[src/rtl/assert_macros.svh]
// ----------------------------------------------------------------------------
// Assertion macros
// Shared concurrent assertion forms, sampled on clock, off during reset.
// ----------------------------------------------------------------------------
`ifndef ASSERT_MACROS_SVH
`define ASSERT_MACROS_SVH

// expr must hold at every edge
`define ASSERT_ALWAYS(label, expr) \
   label: assert property (@(posedge clock) disable iff (reset) (expr)) \
      else $error("assertion failed: invariant");

// ante at one edge implies cons at the next
`define ASSERT_NEXT(label, ante, cons) \
   label: assert property (@(posedge clock) disable iff (reset) (ante) |=> (cons)) \
      else $error("assertion failed: next-cycle check");

`endif

[src/rtl/u8to16_pkg.sv]
// ----------------------------------------------------------------------------
// u8to16_pkg
// Types and constants of the UTF-8 to UTF-16 transcoder.
// ----------------------------------------------------------------------------
package u8to16_pkg;

   localparam logic OP_DATA  = 1'b0;
   localparam logic OP_FLUSH = 1'b1;

   localparam int CP_W = 21;

   localparam logic [CP_W-1:0] REPL_CP   = 21'h00FFFD;
   localparam logic [CP_W-1:0] SUPP_BASE = 21'h010000;
   localparam logic [15:0]     SURR_HIGH = 16'hD800;
   localparam logic [15:0]     SURR_LOW  = 16'hDC00;

   localparam logic [7:0] ASCII_HI  = 8'h7F;
   localparam logic [7:0] LEAD2_LO  = 8'hC2;
   localparam logic [7:0] LEAD2_HI  = 8'hDF;
   localparam logic [7:0] LEAD3_LO  = 8'hE0;
   localparam logic [7:0] LEAD3_HI  = 8'hEF;
   localparam logic [7:0] LEAD4_LO  = 8'hF0;
   localparam logic [7:0] LEAD4_HI  = 8'hF4;
   localparam logic [7:0] CONT_LO   = 8'h80;
   localparam logic [7:0] CONT_HI   = 8'hBF;
   localparam logic [7:0] LEAD_E0   = 8'hE0;
   localparam logic [7:0] LEAD_ED   = 8'hED;
   localparam logic [7:0] LEAD_F0   = 8'hF0;
   localparam logic [7:0] LEAD_F4   = 8'hF4;
   localparam logic [7:0] E0_LO     = 8'hA0;
   localparam logic [7:0] ED_HI     = 8'h9F;
   localparam logic [7:0] F0_LO     = 8'h90;
   localparam logic [7:0] F4_HI     = 8'h8F;

   typedef struct packed {
      logic       opcode;
      logic [7:0] byte_value;
   } req_type;

   typedef struct packed {
      logic [15:0] code_unit;
      logic        malformed;
      logic        last_of_run;
   } rsp_type;

   typedef struct packed {
      logic [1:0]        count;
      rsp_type [1:0]     unit;
   } res_pair_type;

endpackage

[src/rtl/u8to16_in_stage.sv]
// ----------------------------------------------------------------------------
// u8to16_in_stage
// Input register: holds one request word until the decoder takes it.
// ----------------------------------------------------------------------------
module u8to16_in_stage (
   input  logic                clock,
   input  logic                reset,
   input  logic                req_valid,
   output logic                req_ready,
   input  u8to16_pkg::req_type req_data,
   input  logic                take,
   output logic                in_valid,
   output u8to16_pkg::req_type in_word
);

   logic                valid_ff, valid_in;
   u8to16_pkg::req_type word_ff;

   assign req_ready = !valid_ff || take;
   assign valid_in  = (req_valid && req_ready) || (valid_ff && !take);

   always_ff @(posedge clock) begin
      if (reset) begin
         valid_ff <= 1'b0;
      end else begin
         valid_ff <= valid_in;
      end
      if (req_valid && req_ready) begin
         word_ff <= req_data;
      end
   end

   assign in_valid = valid_ff;
   assign in_word  = word_ff;

endmodule

[src/rtl/u8to16_decode.sv]
// ----------------------------------------------------------------------------
// u8to16_decode
// Sequence state and per-word decode into up to two UTF-16 units.
// ----------------------------------------------------------------------------
`include "assert_macros.svh"

module u8to16_decode (
   input  logic                     clock,
   input  logic                     reset,
   input  logic                     csr_we,
   input  logic                     csr_wdata,
   input  logic                     fire,
   input  u8to16_pkg::req_type      in_word,
   output u8to16_pkg::res_pair_type res
);

   localparam int CP_W = u8to16_pkg::CP_W;

   logic            discard_ff;
   logic [7:0]      lead_ff, lead_in;
   logic [2:0]      exp_ff, exp_in;
   logic [2:0]      seen_ff, seen_in;
   logic [CP_W-1:0] pv_ff, pv_in;

   logic [7:0]      b;
   logic [2:0]      st_len;
   logic [CP_W-1:0] st_val;
   logic            st_emit, st_bad;
   logic [CP_W-1:0] st_cp;
   logic [7:0]      lo, hi;
   logic            ok;
   logic [CP_W-1:0] acc;
   logic [2:0]      seen_inc;

   logic            e0_v, e0_bad, e1_v, e1_bad;
   logic [CP_W-1:0] e0_cp, e1_cp, sc;
   logic            kept0, kept1, supp;
   u8to16_pkg::rsp_type u_a, u_b, u_1;

   assign b = in_word.byte_value;

   // start of a new sequence
   always_comb begin
      st_len  = 3'd0;
      st_val  = '0;
      st_emit = 1'b0;
      st_bad  = 1'b0;
      st_cp   = '0;
      case (b) inside
         [8'h00:u8to16_pkg::ASCII_HI]: begin
            st_emit = 1'b1;
            st_cp   = {{(CP_W-8){1'b0}}, b};
         end
         [u8to16_pkg::LEAD2_LO:u8to16_pkg::LEAD2_HI]: begin
            st_len = 3'd2;
            st_val = {{(CP_W-5){1'b0}}, b[4:0]};
         end
         [u8to16_pkg::LEAD3_LO:u8to16_pkg::LEAD3_HI]: begin
            st_len = 3'd3;
            st_val = {{(CP_W-4){1'b0}}, b[3:0]};
         end
         [u8to16_pkg::LEAD4_LO:u8to16_pkg::LEAD4_HI]: begin
            st_len = 3'd4;
            st_val = {{(CP_W-3){1'b0}}, b[2:0]};
         end
         default: begin
            st_emit = 1'b1;
            st_bad  = 1'b1;
            st_cp   = u8to16_pkg::REPL_CP;
         end
      endcase
   end

   // continuation range check
   always_comb begin
      lo = u8to16_pkg::CONT_LO;
      hi = u8to16_pkg::CONT_HI;
      if (seen_ff == 3'd1) begin
         if (lead_ff == u8to16_pkg::LEAD_E0) lo = u8to16_pkg::E0_LO;
         if (lead_ff == u8to16_pkg::LEAD_ED) hi = u8to16_pkg::ED_HI;
         if (lead_ff == u8to16_pkg::LEAD_F0) lo = u8to16_pkg::F0_LO;
         if (lead_ff == u8to16_pkg::LEAD_F4) hi = u8to16_pkg::F4_HI;
      end
      ok = (b >= lo) && (b <= hi);
   end

   assign acc      = {pv_ff[CP_W-7:0], b[5:0]};
   assign seen_inc = seen_ff + 3'd1;

   always_comb begin
      lead_in = lead_ff;
      exp_in  = exp_ff;
      seen_in = seen_ff;
      pv_in   = pv_ff;
      e0_v    = 1'b0;
      e0_bad  = 1'b0;
      e0_cp   = '0;
      e1_v    = 1'b0;
      e1_bad  = 1'b0;
      e1_cp   = '0;
      if (in_word.opcode == u8to16_pkg::OP_FLUSH) begin
         if (exp_ff != 3'd0) begin
            lead_in = '0;
            exp_in  = '0;
            seen_in = '0;
            pv_in   = '0;
            e0_v    = 1'b1;
            e0_bad  = 1'b1;
            e0_cp   = u8to16_pkg::REPL_CP;
         end
      end else if (exp_ff == 3'd0) begin
         if (st_len != 3'd0) begin
            lead_in = b;
            exp_in  = st_len;
            seen_in = 3'd1;
            pv_in   = st_val;
         end
         e0_v   = st_emit;
         e0_bad = st_bad;
         e0_cp  = st_cp;
      end else if (ok) begin
         if (seen_inc >= exp_ff) begin
            lead_in = '0;
            exp_in  = '0;
            seen_in = '0;
            pv_in   = '0;
            e0_v    = 1'b1;
            e0_cp   = acc;
         end else begin
            pv_in   = acc;
            seen_in = seen_inc;
         end
      end else begin
         // bad continuation: replace the prefix, then restart on this byte
         lead_in = '0;
         exp_in  = '0;
         seen_in = '0;
         pv_in   = '0;
         if (st_len != 3'd0) begin
            lead_in = b;
            exp_in  = st_len;
            seen_in = 3'd1;
            pv_in   = st_val;
         end
         e0_v   = 1'b1;
         e0_bad = 1'b1;
         e0_cp  = u8to16_pkg::REPL_CP;
         e1_v   = st_emit;
         e1_bad = st_bad;
         e1_cp  = st_cp;
      end
   end

   // unit expansion and discard filter
   assign kept0 = e0_v && !(discard_ff && (e0_cp == u8to16_pkg::REPL_CP));
   assign kept1 = e1_v && !(discard_ff && (e1_cp == u8to16_pkg::REPL_CP));
   assign supp  = e0_cp >= u8to16_pkg::SUPP_BASE;
   assign sc    = e0_cp - u8to16_pkg::SUPP_BASE;

   always_comb begin
      u_a.code_unit   = supp ? (u8to16_pkg::SURR_HIGH | {6'b0, sc[19:10]}) : e0_cp[15:0];
      u_a.malformed   = e0_bad;
      u_a.last_of_run = 1'b0;
      u_b.code_unit   = u8to16_pkg::SURR_LOW | {6'b0, sc[9:0]};
      u_b.malformed   = e0_bad;
      u_b.last_of_run = 1'b1;
      u_1.code_unit   = e1_cp[15:0];
      u_1.malformed   = e1_bad;
      u_1.last_of_run = 1'b1;

      res.count = 2'd0;
      res.unit  = {u_b, u_a};
      if (kept0 && supp) begin
         res.count   = 2'd2;
         res.unit[0] = u_a;
         res.unit[1] = u_b;
      end else if (kept0 && kept1) begin
         res.count   = 2'd2;
         res.unit[0] = u_a;
         res.unit[1] = u_1;
      end else if (kept0) begin
         res.count                = 2'd1;
         res.unit[0]              = u_a;
         res.unit[0].last_of_run  = 1'b1;
      end else if (kept1) begin
         res.count   = 2'd1;
         res.unit[0] = u_1;
      end
   end

   always_ff @(posedge clock) begin
      if (reset) begin
         discard_ff <= 1'b0;
         lead_ff    <= '0;
         exp_ff     <= '0;
         seen_ff    <= '0;
         pv_ff      <= '0;
      end else begin
         if (csr_we) begin
            discard_ff <= csr_wdata;
         end
         if (fire) begin
            lead_ff <= lead_in;
            exp_ff  <= exp_in;
            seen_ff <= seen_in;
            pv_ff   <= pv_in;
         end
      end
   end

   `ASSERT_ALWAYS(a_idle_no_seen, (exp_ff != 3'd0) || (seen_ff == 3'd0))
   `ASSERT_ALWAYS(a_seen_below_len, (exp_ff == 3'd0) || (seen_ff < exp_ff))

endmodule

[src/rtl/u8to16_out_reg.sv]
// ----------------------------------------------------------------------------
// u8to16_out_reg
// Two-slot result register, drained one word per response handshake.
// ----------------------------------------------------------------------------
`include "assert_macros.svh"

module u8to16_out_reg (
   input  logic                     clock,
   input  logic                     reset,
   input  logic                     load,
   input  u8to16_pkg::res_pair_type res,
   output logic                     room,
   output logic                     rsp_valid,
   input  logic                     rsp_ready,
   output u8to16_pkg::rsp_type      rsp_data
);

   logic [1:0]                count_ff, count_in;
   u8to16_pkg::rsp_type [1:0] slot_ff;

   assign room = (count_ff == 2'd0) || ((count_ff == 2'd1) && rsp_ready);

   always_comb begin
      count_in = count_ff;
      if (load) begin
         count_in = res.count;
      end else if (rsp_ready && (count_ff != 2'd0)) begin
         count_in = count_ff - 2'd1;
      end
   end

   always_ff @(posedge clock) begin
      if (reset) begin
         count_ff <= '0;
      end else begin
         count_ff <= count_in;
      end
      if (load) begin
         slot_ff <= res.unit;
      end else if (rsp_ready && (count_ff == 2'd2)) begin
         slot_ff[0] <= slot_ff[1];
      end
   end

   assign rsp_valid = count_ff != 2'd0;
   assign rsp_data  = slot_ff[0];

   `ASSERT_ALWAYS(a_count_range, count_ff != 2'd3)
   `ASSERT_ALWAYS(a_pair_last, (count_ff != 2'd2) || (!slot_ff[0].last_of_run && slot_ff[1].last_of_run))
   `ASSERT_NEXT(a_pair_drain, (count_ff == 2'd2) && rsp_ready, count_ff == 2'd1)

endmodule

[src/rtl/utf8_to_utf16_transcoder_top.sv]
// ----------------------------------------------------------------------------
// utf8_to_utf16_transcoder_top
// UTF-8 byte stream in, UTF-16 code units out, strict validation.
// ----------------------------------------------------------------------------
// One request word (a byte or a flush) is taken per cycle while the response
// side takes a word every cycle. A word is held in an input register, decoded
// against the pending-sequence state and written to a two-slot result
// register, which presents it as the response. Each response word carries
// one code unit; a word that yields two units (a surrogate pair, or a
// replacement followed by the restarted byte's unit) fills both slots of the
// result register and is drained one unit per response handshake, which sets
// the rate in that case: one unit out per cycle, otherwise one request word
// per cycle.
module utf8_to_utf16_transcoder_top (
   input  logic                clock,
   input  logic                reset,
   input  logic                req_valid,
   output logic                req_ready,
   input  u8to16_pkg::req_type req_data,
   output logic                rsp_valid,
   input  logic                rsp_ready,
   output u8to16_pkg::rsp_type rsp_data,
   input  logic                csr_we,
   input  logic                csr_wdata
);

   logic                     in_valid;
   u8to16_pkg::req_type      in_word;
   logic                     room;
   logic                     fire;
   u8to16_pkg::res_pair_type res;

   assign fire = in_valid && room;

   u8to16_in_stage u_in (
      .clock     (clock),
      .reset     (reset),
      .req_valid (req_valid),
      .req_ready (req_ready),
      .req_data  (req_data),
      .take      (fire),
      .in_valid  (in_valid),
      .in_word   (in_word)
   );

   u8to16_decode u_dec (
      .clock     (clock),
      .reset     (reset),
      .csr_we    (csr_we),
      .csr_wdata (csr_wdata),
      .fire      (fire),
      .in_word   (in_word),
      .res       (res)
   );

   u8to16_out_reg u_out (
      .clock     (clock),
      .reset     (reset),
      .load      (fire),
      .res       (res),
      .room      (room),
      .rsp_valid (rsp_valid),
      .rsp_ready (rsp_ready),
      .rsp_data  (rsp_data)
   );

endmodule

[config.mk]
export PLATFORM = sky130hd
export DESIGN_NAME = utf8_to_utf16_transcoder_top
export DESIGN_NICKNAME = d
export VERILOG_FILES = /design/src/rtl/u8to16_pkg.sv /design/src/rtl/u8to16_in_stage.sv /design/src/rtl/u8to16_decode.sv /design/src/rtl/u8to16_out_reg.sv /design/src/rtl/utf8_to_utf16_transcoder_top.sv
export VERILOG_INCLUDE_DIRS = /design/src /design/src/rtl
export SDC_FILE = /design/constraint.sdc
export NUM_CORES = 1
export LEC_CHECK = 0
export ABC_AREA = 0
export BUFFER_PORTS_ARGS = -buffer_cell sky130_fd_sc_hd__buf_2
export CAP_MARGIN = 20
export CORE_MARGIN = 2
export CORE_UTILIZATION = 45
export DETAILED_ROUTE_END_ITERATION = 10
export HOLD_SLACK_MARGIN = 0.1
export PLACE_DENSITY = 0.64
export RECOVER_POWER = 25
export SKIP_LAST_GASP = 1
export SYNTH_ARGS = -nofsm -noshare
export SYNTH_HDL_FRONTEND = slang
export SYNTH_SLANG_ARGS = --single-unit
[constraint.sdc]
create_clock -name clock -period 6.1 [get_ports clock]
set_clock_uncertainty 0.05 [all_clocks]
set_input_delay 0 -clock clock [delete_from_list [all_inputs] [get_ports clock]]
set_output_delay 0 -clock clock [all_outputs]
set_load 0.05 [all_outputs]
# Word level (Yosys, flattened, before mapping)
# Cells that the tools add are included.
# classes
add_sub_neg	3
shifts	0
n_lt_le_gt_ge	12
multipliers	0
n_div	0
bitwise	1
n_reduce_logical	34
n_eq_ne	12
mux	85
# ops
cell	n
$mux 21	10
$mux 15	9
$mux 18	6
$mux 8	9
$mux 3	17
$mux 16	3
$eq 21x16->1 const B	2
$mux 38	1
$eq 8x8->1 const B	4
$ge 8x8->1 const B	3
$le 8x8->1 const B	3
$mux 6	4
$ge 21x17->1 const B	1
$mux 1	21
$sub 20x17->20 const B	1
$logic_and 1x1->1	17
$ge 8x1->1 const B	1
$ge 8x8->1	1
$le 8x7->1 const B	1
$le 8x8->1	1
$mux 2	4
$reduce_bool 2->1	3
$reduce_bool 3->1	2
$logic_not 1->1	4
other kinds (17)	19
# word_totals
ram_bits	0
memories	0
romBits	0
inputBits	15
register_bits	78
latch_bits	0

# Logic depth before layout (Yosys ltp)
# logic_depth
depth_word	18
depth_mapped	26
ltp_nobuf	25

# Cells and area by module
# A second synthesis with hierarchy kept.
# unflattened
cells_unflattened	470
hier_area_um2	4485.6
# by_module_without_submodules
module	area_per_inst_um2	cells_per_inst	instances
u8to16_decode	2561.2	360	1
u8to16_out_reg	1592.8	95	1
u8to16_in_stage	325.3	14	1
utf8_to_utf16_transcoder_top	6.3	1	1

# Least setup slack after synthesis
# Ideal clock, no wire load.
# synth_path
path_type	reg2reg
start	reg u_dec.seen_ff[0]
end	reg u_out.slot_ff, in the netlist u_out.rsp_data[8] (data pin)
t_arrival_ps	4534
path_stages_with_launch	26
period_less_slack_ps	4841
setup_slack_ps	1259
n_path_buf	1
path_cell_list	dfxtp_1 > ha_1 > and4b_1 > nand3b_1 > or3_1 > or3_1 > ha_1 > nand4bb_1 > o211ai_2 > nand2_1 > nor3_2 > and2_1 > inv_1 > ha_1 > nand2_1 > a211oi_1 > o31a_1 > o211ai_1 > and2_1 > buf_6 > ha_1 > inv_1 > nand3_1 > a21oi_1 > o21ai_1 > a32o_1
# synth_via
elab_chain_cells	16
word_cells_on_any_way	40
cone_classes	add/sub (2); order compare (4); eq/ne (3); mux (22); reduce/logical (9)
# synth_lines
element	line	text
from (decl)	u8to16_decode.sv:22	logic [2:0] seen_ff, seen_in;
from (signal assigned)	u8to16_decode.sv:205	seen_ff <= seen_in;
branches (longest 14 deep; another with $sub 20x17->20)	--	
$mux 38 (*)	u8to16_decode.sv:173	if (kept0 && supp) begin
$mux 18 (*)	u8to16_out_reg.sv:38	if (load) begin
to (signal assigned)	u8to16_out_reg.sv:39	slot_ff <= res.unit;
to (decl)	u8to16_out_reg.sv:19	u8to16_pkg::rsp_type [1:0] slot_ff;
# Every way passes the cells marked *.
# A chain may end at the register's enable or synchronous reset.

# Worst setup path after layout
# Ends and elaborated chain as after synthesis.

==> results.py <==
metrics = {
    "run_status": {
        "outcome": "finished clean",
    },
    "setup_path": {
        "cp.arrival_ns": 5.70,
        "worstSetupStartpointType": "flip-flop",
        "worstPathMaxFanout": 9,
        "path_class": "reg -> reg",
        "critPathBufInv": 2,
        "cp-end-kind": "flip-flop",
        "worstPathRequired_ns": 6.16,
        "path_cells": "ha_1 -> and4b_1 -> nand3b_1 -> or3_1 -> or3_1 -> ha_1 -> nand4bb_1 -> o211ai_2 -> nand2_1 -> nor3_2 -> and2_1 -> inv_1 -> ha_1 -> nand2_1 -> a211oi_1 -> o31a_1 -> o211ai_1 -> and2_1 -> ha_1 -> inv_1 -> nand3_1 -> a21oi_1 -> o21ai_1 -> a32o_1",
        "critPathMaxStageDelay_ns": 0.51,
        "cp_slowest_cell": "a21oi_1",
        "crit_path_frequent_cell": "ha_1",
        "critical-path-top-delay-family": "simple AND/OR/NAND/NOR gates",
    },
    "global_routing": {
        "groute.usage.overall_pct": 21.19,
        "grt_overflow_total": 0,
        "grt_max_degree": 35,
        "antenna_found_initial": 0,
        "grt_first_pass_wirelength_um": 17030,
        "grt_pass1_vias": 3298,
    },
    "route": {
        "wl_per_cell_um": 16.96,
        "firstDrtPassIters": 5,
        "viasPerCell": 5.763,
        "drt_iter0_markers": 293,
        "drcViolationCount": 0,
        "via_count": 3504,
        "wl_um": 10310,
        "ant_nets": 0,
    },
    "power": {
        "vdd_ir_drop_max_mv": 0.1382,
        "power_density_nw_per_um2": 293.6,
        "p_leak_uw": 0.001730,
        "totalPowerFinal_uw": 1385,
    },
    "final_layout": {
        "ff_latch_area_um2": 1862,
        "num-fill-cells": 861,
        "multiInputGateArea_um2": 2087,
        "area_delta_synth_final_pct": 10.11,
        "fin_util_pct": 51.05,
        "nets": 505,
        "antenna-diode-count": 0,
        "drive_gt1_share_pct": 11.90,
    },
    "min_path": {
        "min_path_type": "in -> reg",
    },
    "yosys": {
        "synth_top_area_share_pct": 28.04,
        "synth_top_cells_by_area": "edfxtp_1 (28%), dfxtp_1 (15%), nor2_1 (5.2%)",
        "ys_types": 74,
        "ys_warn_count": 0,
        "synth_top_flop_cell": "edfxtp_1",
        "synth_area_leader_cell": "edfxtp_1",
        "avgSynthCellArea_um2": 9.416,
        "yosys_register_bits": 73,
        "syn_inst": 455,
        "mappedNetlistArea_um2": 4284,
        "synth_enable_flop_cells": 40,
        "seq_area_frac_synth_pct": 43.46,
        "syn-num-nets": 486,
        "async_flop_share_pct": 0,
    },
    "floorplan": {
        "die_y_um": 101.6,
        "initial_core_util_pct": 46.36,
        "die_w_um": 101.6,
        "die-area_um2": 10320,
        "io_pins": 35,
        "coreArea_um2": 9240,
        "rows": 35,
    },
    "placement": {
        "numPortBuffers": 34,
        "dp_worst_setup_slack_ns": 0.5470,
        "place_congestion": 0.9606,
        "dp_hpwl_um": 7229,
    },
    "timing": {
        "setup_viol": 0,
        "rsz0062_at_grt": "no",
        "whs_ns": 0.09441,
        "fin_crit_sh_pct": 92.41,
        "slew_headroom_pct": 36.77,
        "setup_ws_ns": 0.4628,
        "worstMarginPinSlew_ns": 0.9474,
        "setup_tns_ns": 0,
        "layout_min_cycle_time_ns": 5.637,
        "hold_viol_final": 0,
        "fmax_mhz": 177.4,
        "finalMaxSlewViolations": 0,
    },
    "run": {
        "drv_cap": 0,
    },
    "clock_network": {
        "post_cts_resized": 0,
        "cts_max_path_buffers": 2,
        "htree_levels": 3,
        "clk-insertion-delay-late_ns": 0.35,
        "clkTransAtPathRegs_ns": 0.08,
        "cts_buffers": 9,
        "cts_tree": "built",
        "root_buffer": "clkbuf_8",
        "cts_num_sinks": 73,
    },
}
## through the flow
step / area, um^2 / cells
after CTS: 4742 / 608
after global placement: 4374 / 577
final: 4717 / 608
after detailed placement: 4374 / 577
after floorplan: 4284 / 455
after global routing: 4717 / 608
## where the power goes
| part | switching [uW] | internal, uW | leakage (uW) |
|---|---|---|---|
| clock | 188 | 230 | 0.000107 |
| combinational | 250 | 88.8 | 0.000985 |
| sequential | 37.1 | 591 | 0.000638 |
| total | 475 | 910 | 0.00173 |
## area by class of cell
class	count	area share [%]
multi-input combinational	319	44.24
sequential	73	39.47
timing repair buffer	52	6.737
clock buffer	9	2.626
inverter	19	1.512
tap	129	3.422
clock inverter	7	1.989
## metal layers
| metal | routed length (um) | global-route usage, % |
|---|---|---|
| met5 | 0 | 0 |
| met3 | 572 | 3.520 |
| met1 | 4551 | 28.42 |
| met2 | 4973 | 34.77 |
| met4 | 214 | 7.173 |
## timing repair
item / CTS / global route
hold buffers: 15 / 0
setup buffers: 0 / 0
hold endpoints to repair: 11 / 0
## kinds of logic (layout without fill, tap and decap cells)
kind of cell | count (synthesis) | after routing | share of synthesized area, %
simple gates | 164 | 164 | 19.01
xor+xnor | 3 | 3 | 0.6134
buf+inv | 63 | 87 | 7.827
flops | 73 | 73 | 43.46
compound gates | 122 | 122 | 20.71
fa+ha+maj | 16 | 16 | 4.673
mux | 14 | 14 | 3.709
## registers in the layout (all words and copies together) (netlist names)
register and flops:
u_dec.exp_ff 3, u_out.count_ff 2, u_out.rsp_data 18, u_in.in_word 9
u_in.in_valid 1, u_dec.pv_ff 15, u_out.slot_ff 13, u_dec.seen_ff 3
u_dec.lead_ff 8, u_dec.discard_ff 1
## final timing paths
path	startpoint	to	slack, ns	cells past startpoint
worst max register to register	u_dec.seen_ff[0]	u_out.rsp_data[8]	0.46	24
worst min register to register	u_dec.lead_ff[6]	u_dec.lead_ff[6]	0.44	2
worst max-delay path	u_dec.seen_ff[0]	u_out.rsp_data[8]	0.46	24
worst min-delay path	reset	u_dec.lead_ff[0]	0.09	2
## synth_stat cells (14+ instances only)
library cell,instances
nand2_1,36
edfxtp_1,40
clkbuf_1,16
buf_4,18
a21oi_1,26
dfxtp_1,33
inv_1,19
a22oi_1,21
o21ai_0,14
nor2_1,59
ha_1,16
## cells in the final DEF (no fill, tap or decap), types with 15 or more instances in the layout
cell | synthesis | final
a21oi_1 | 26 | 26
a22oi_1 | 21 | 21
clkbuf_1 | 16 | 20
nand2_1 | 36 | 36
inv_1 | 19 | 19
ha_1 | 16 | 16
dlygate4sd3_1 | 0 | 15
dfxtp_1 | 33 | 33
nor2_1 | 59 | 59
edfxtp_1 | 40 | 40
Power figures use the tool's default switching activity.
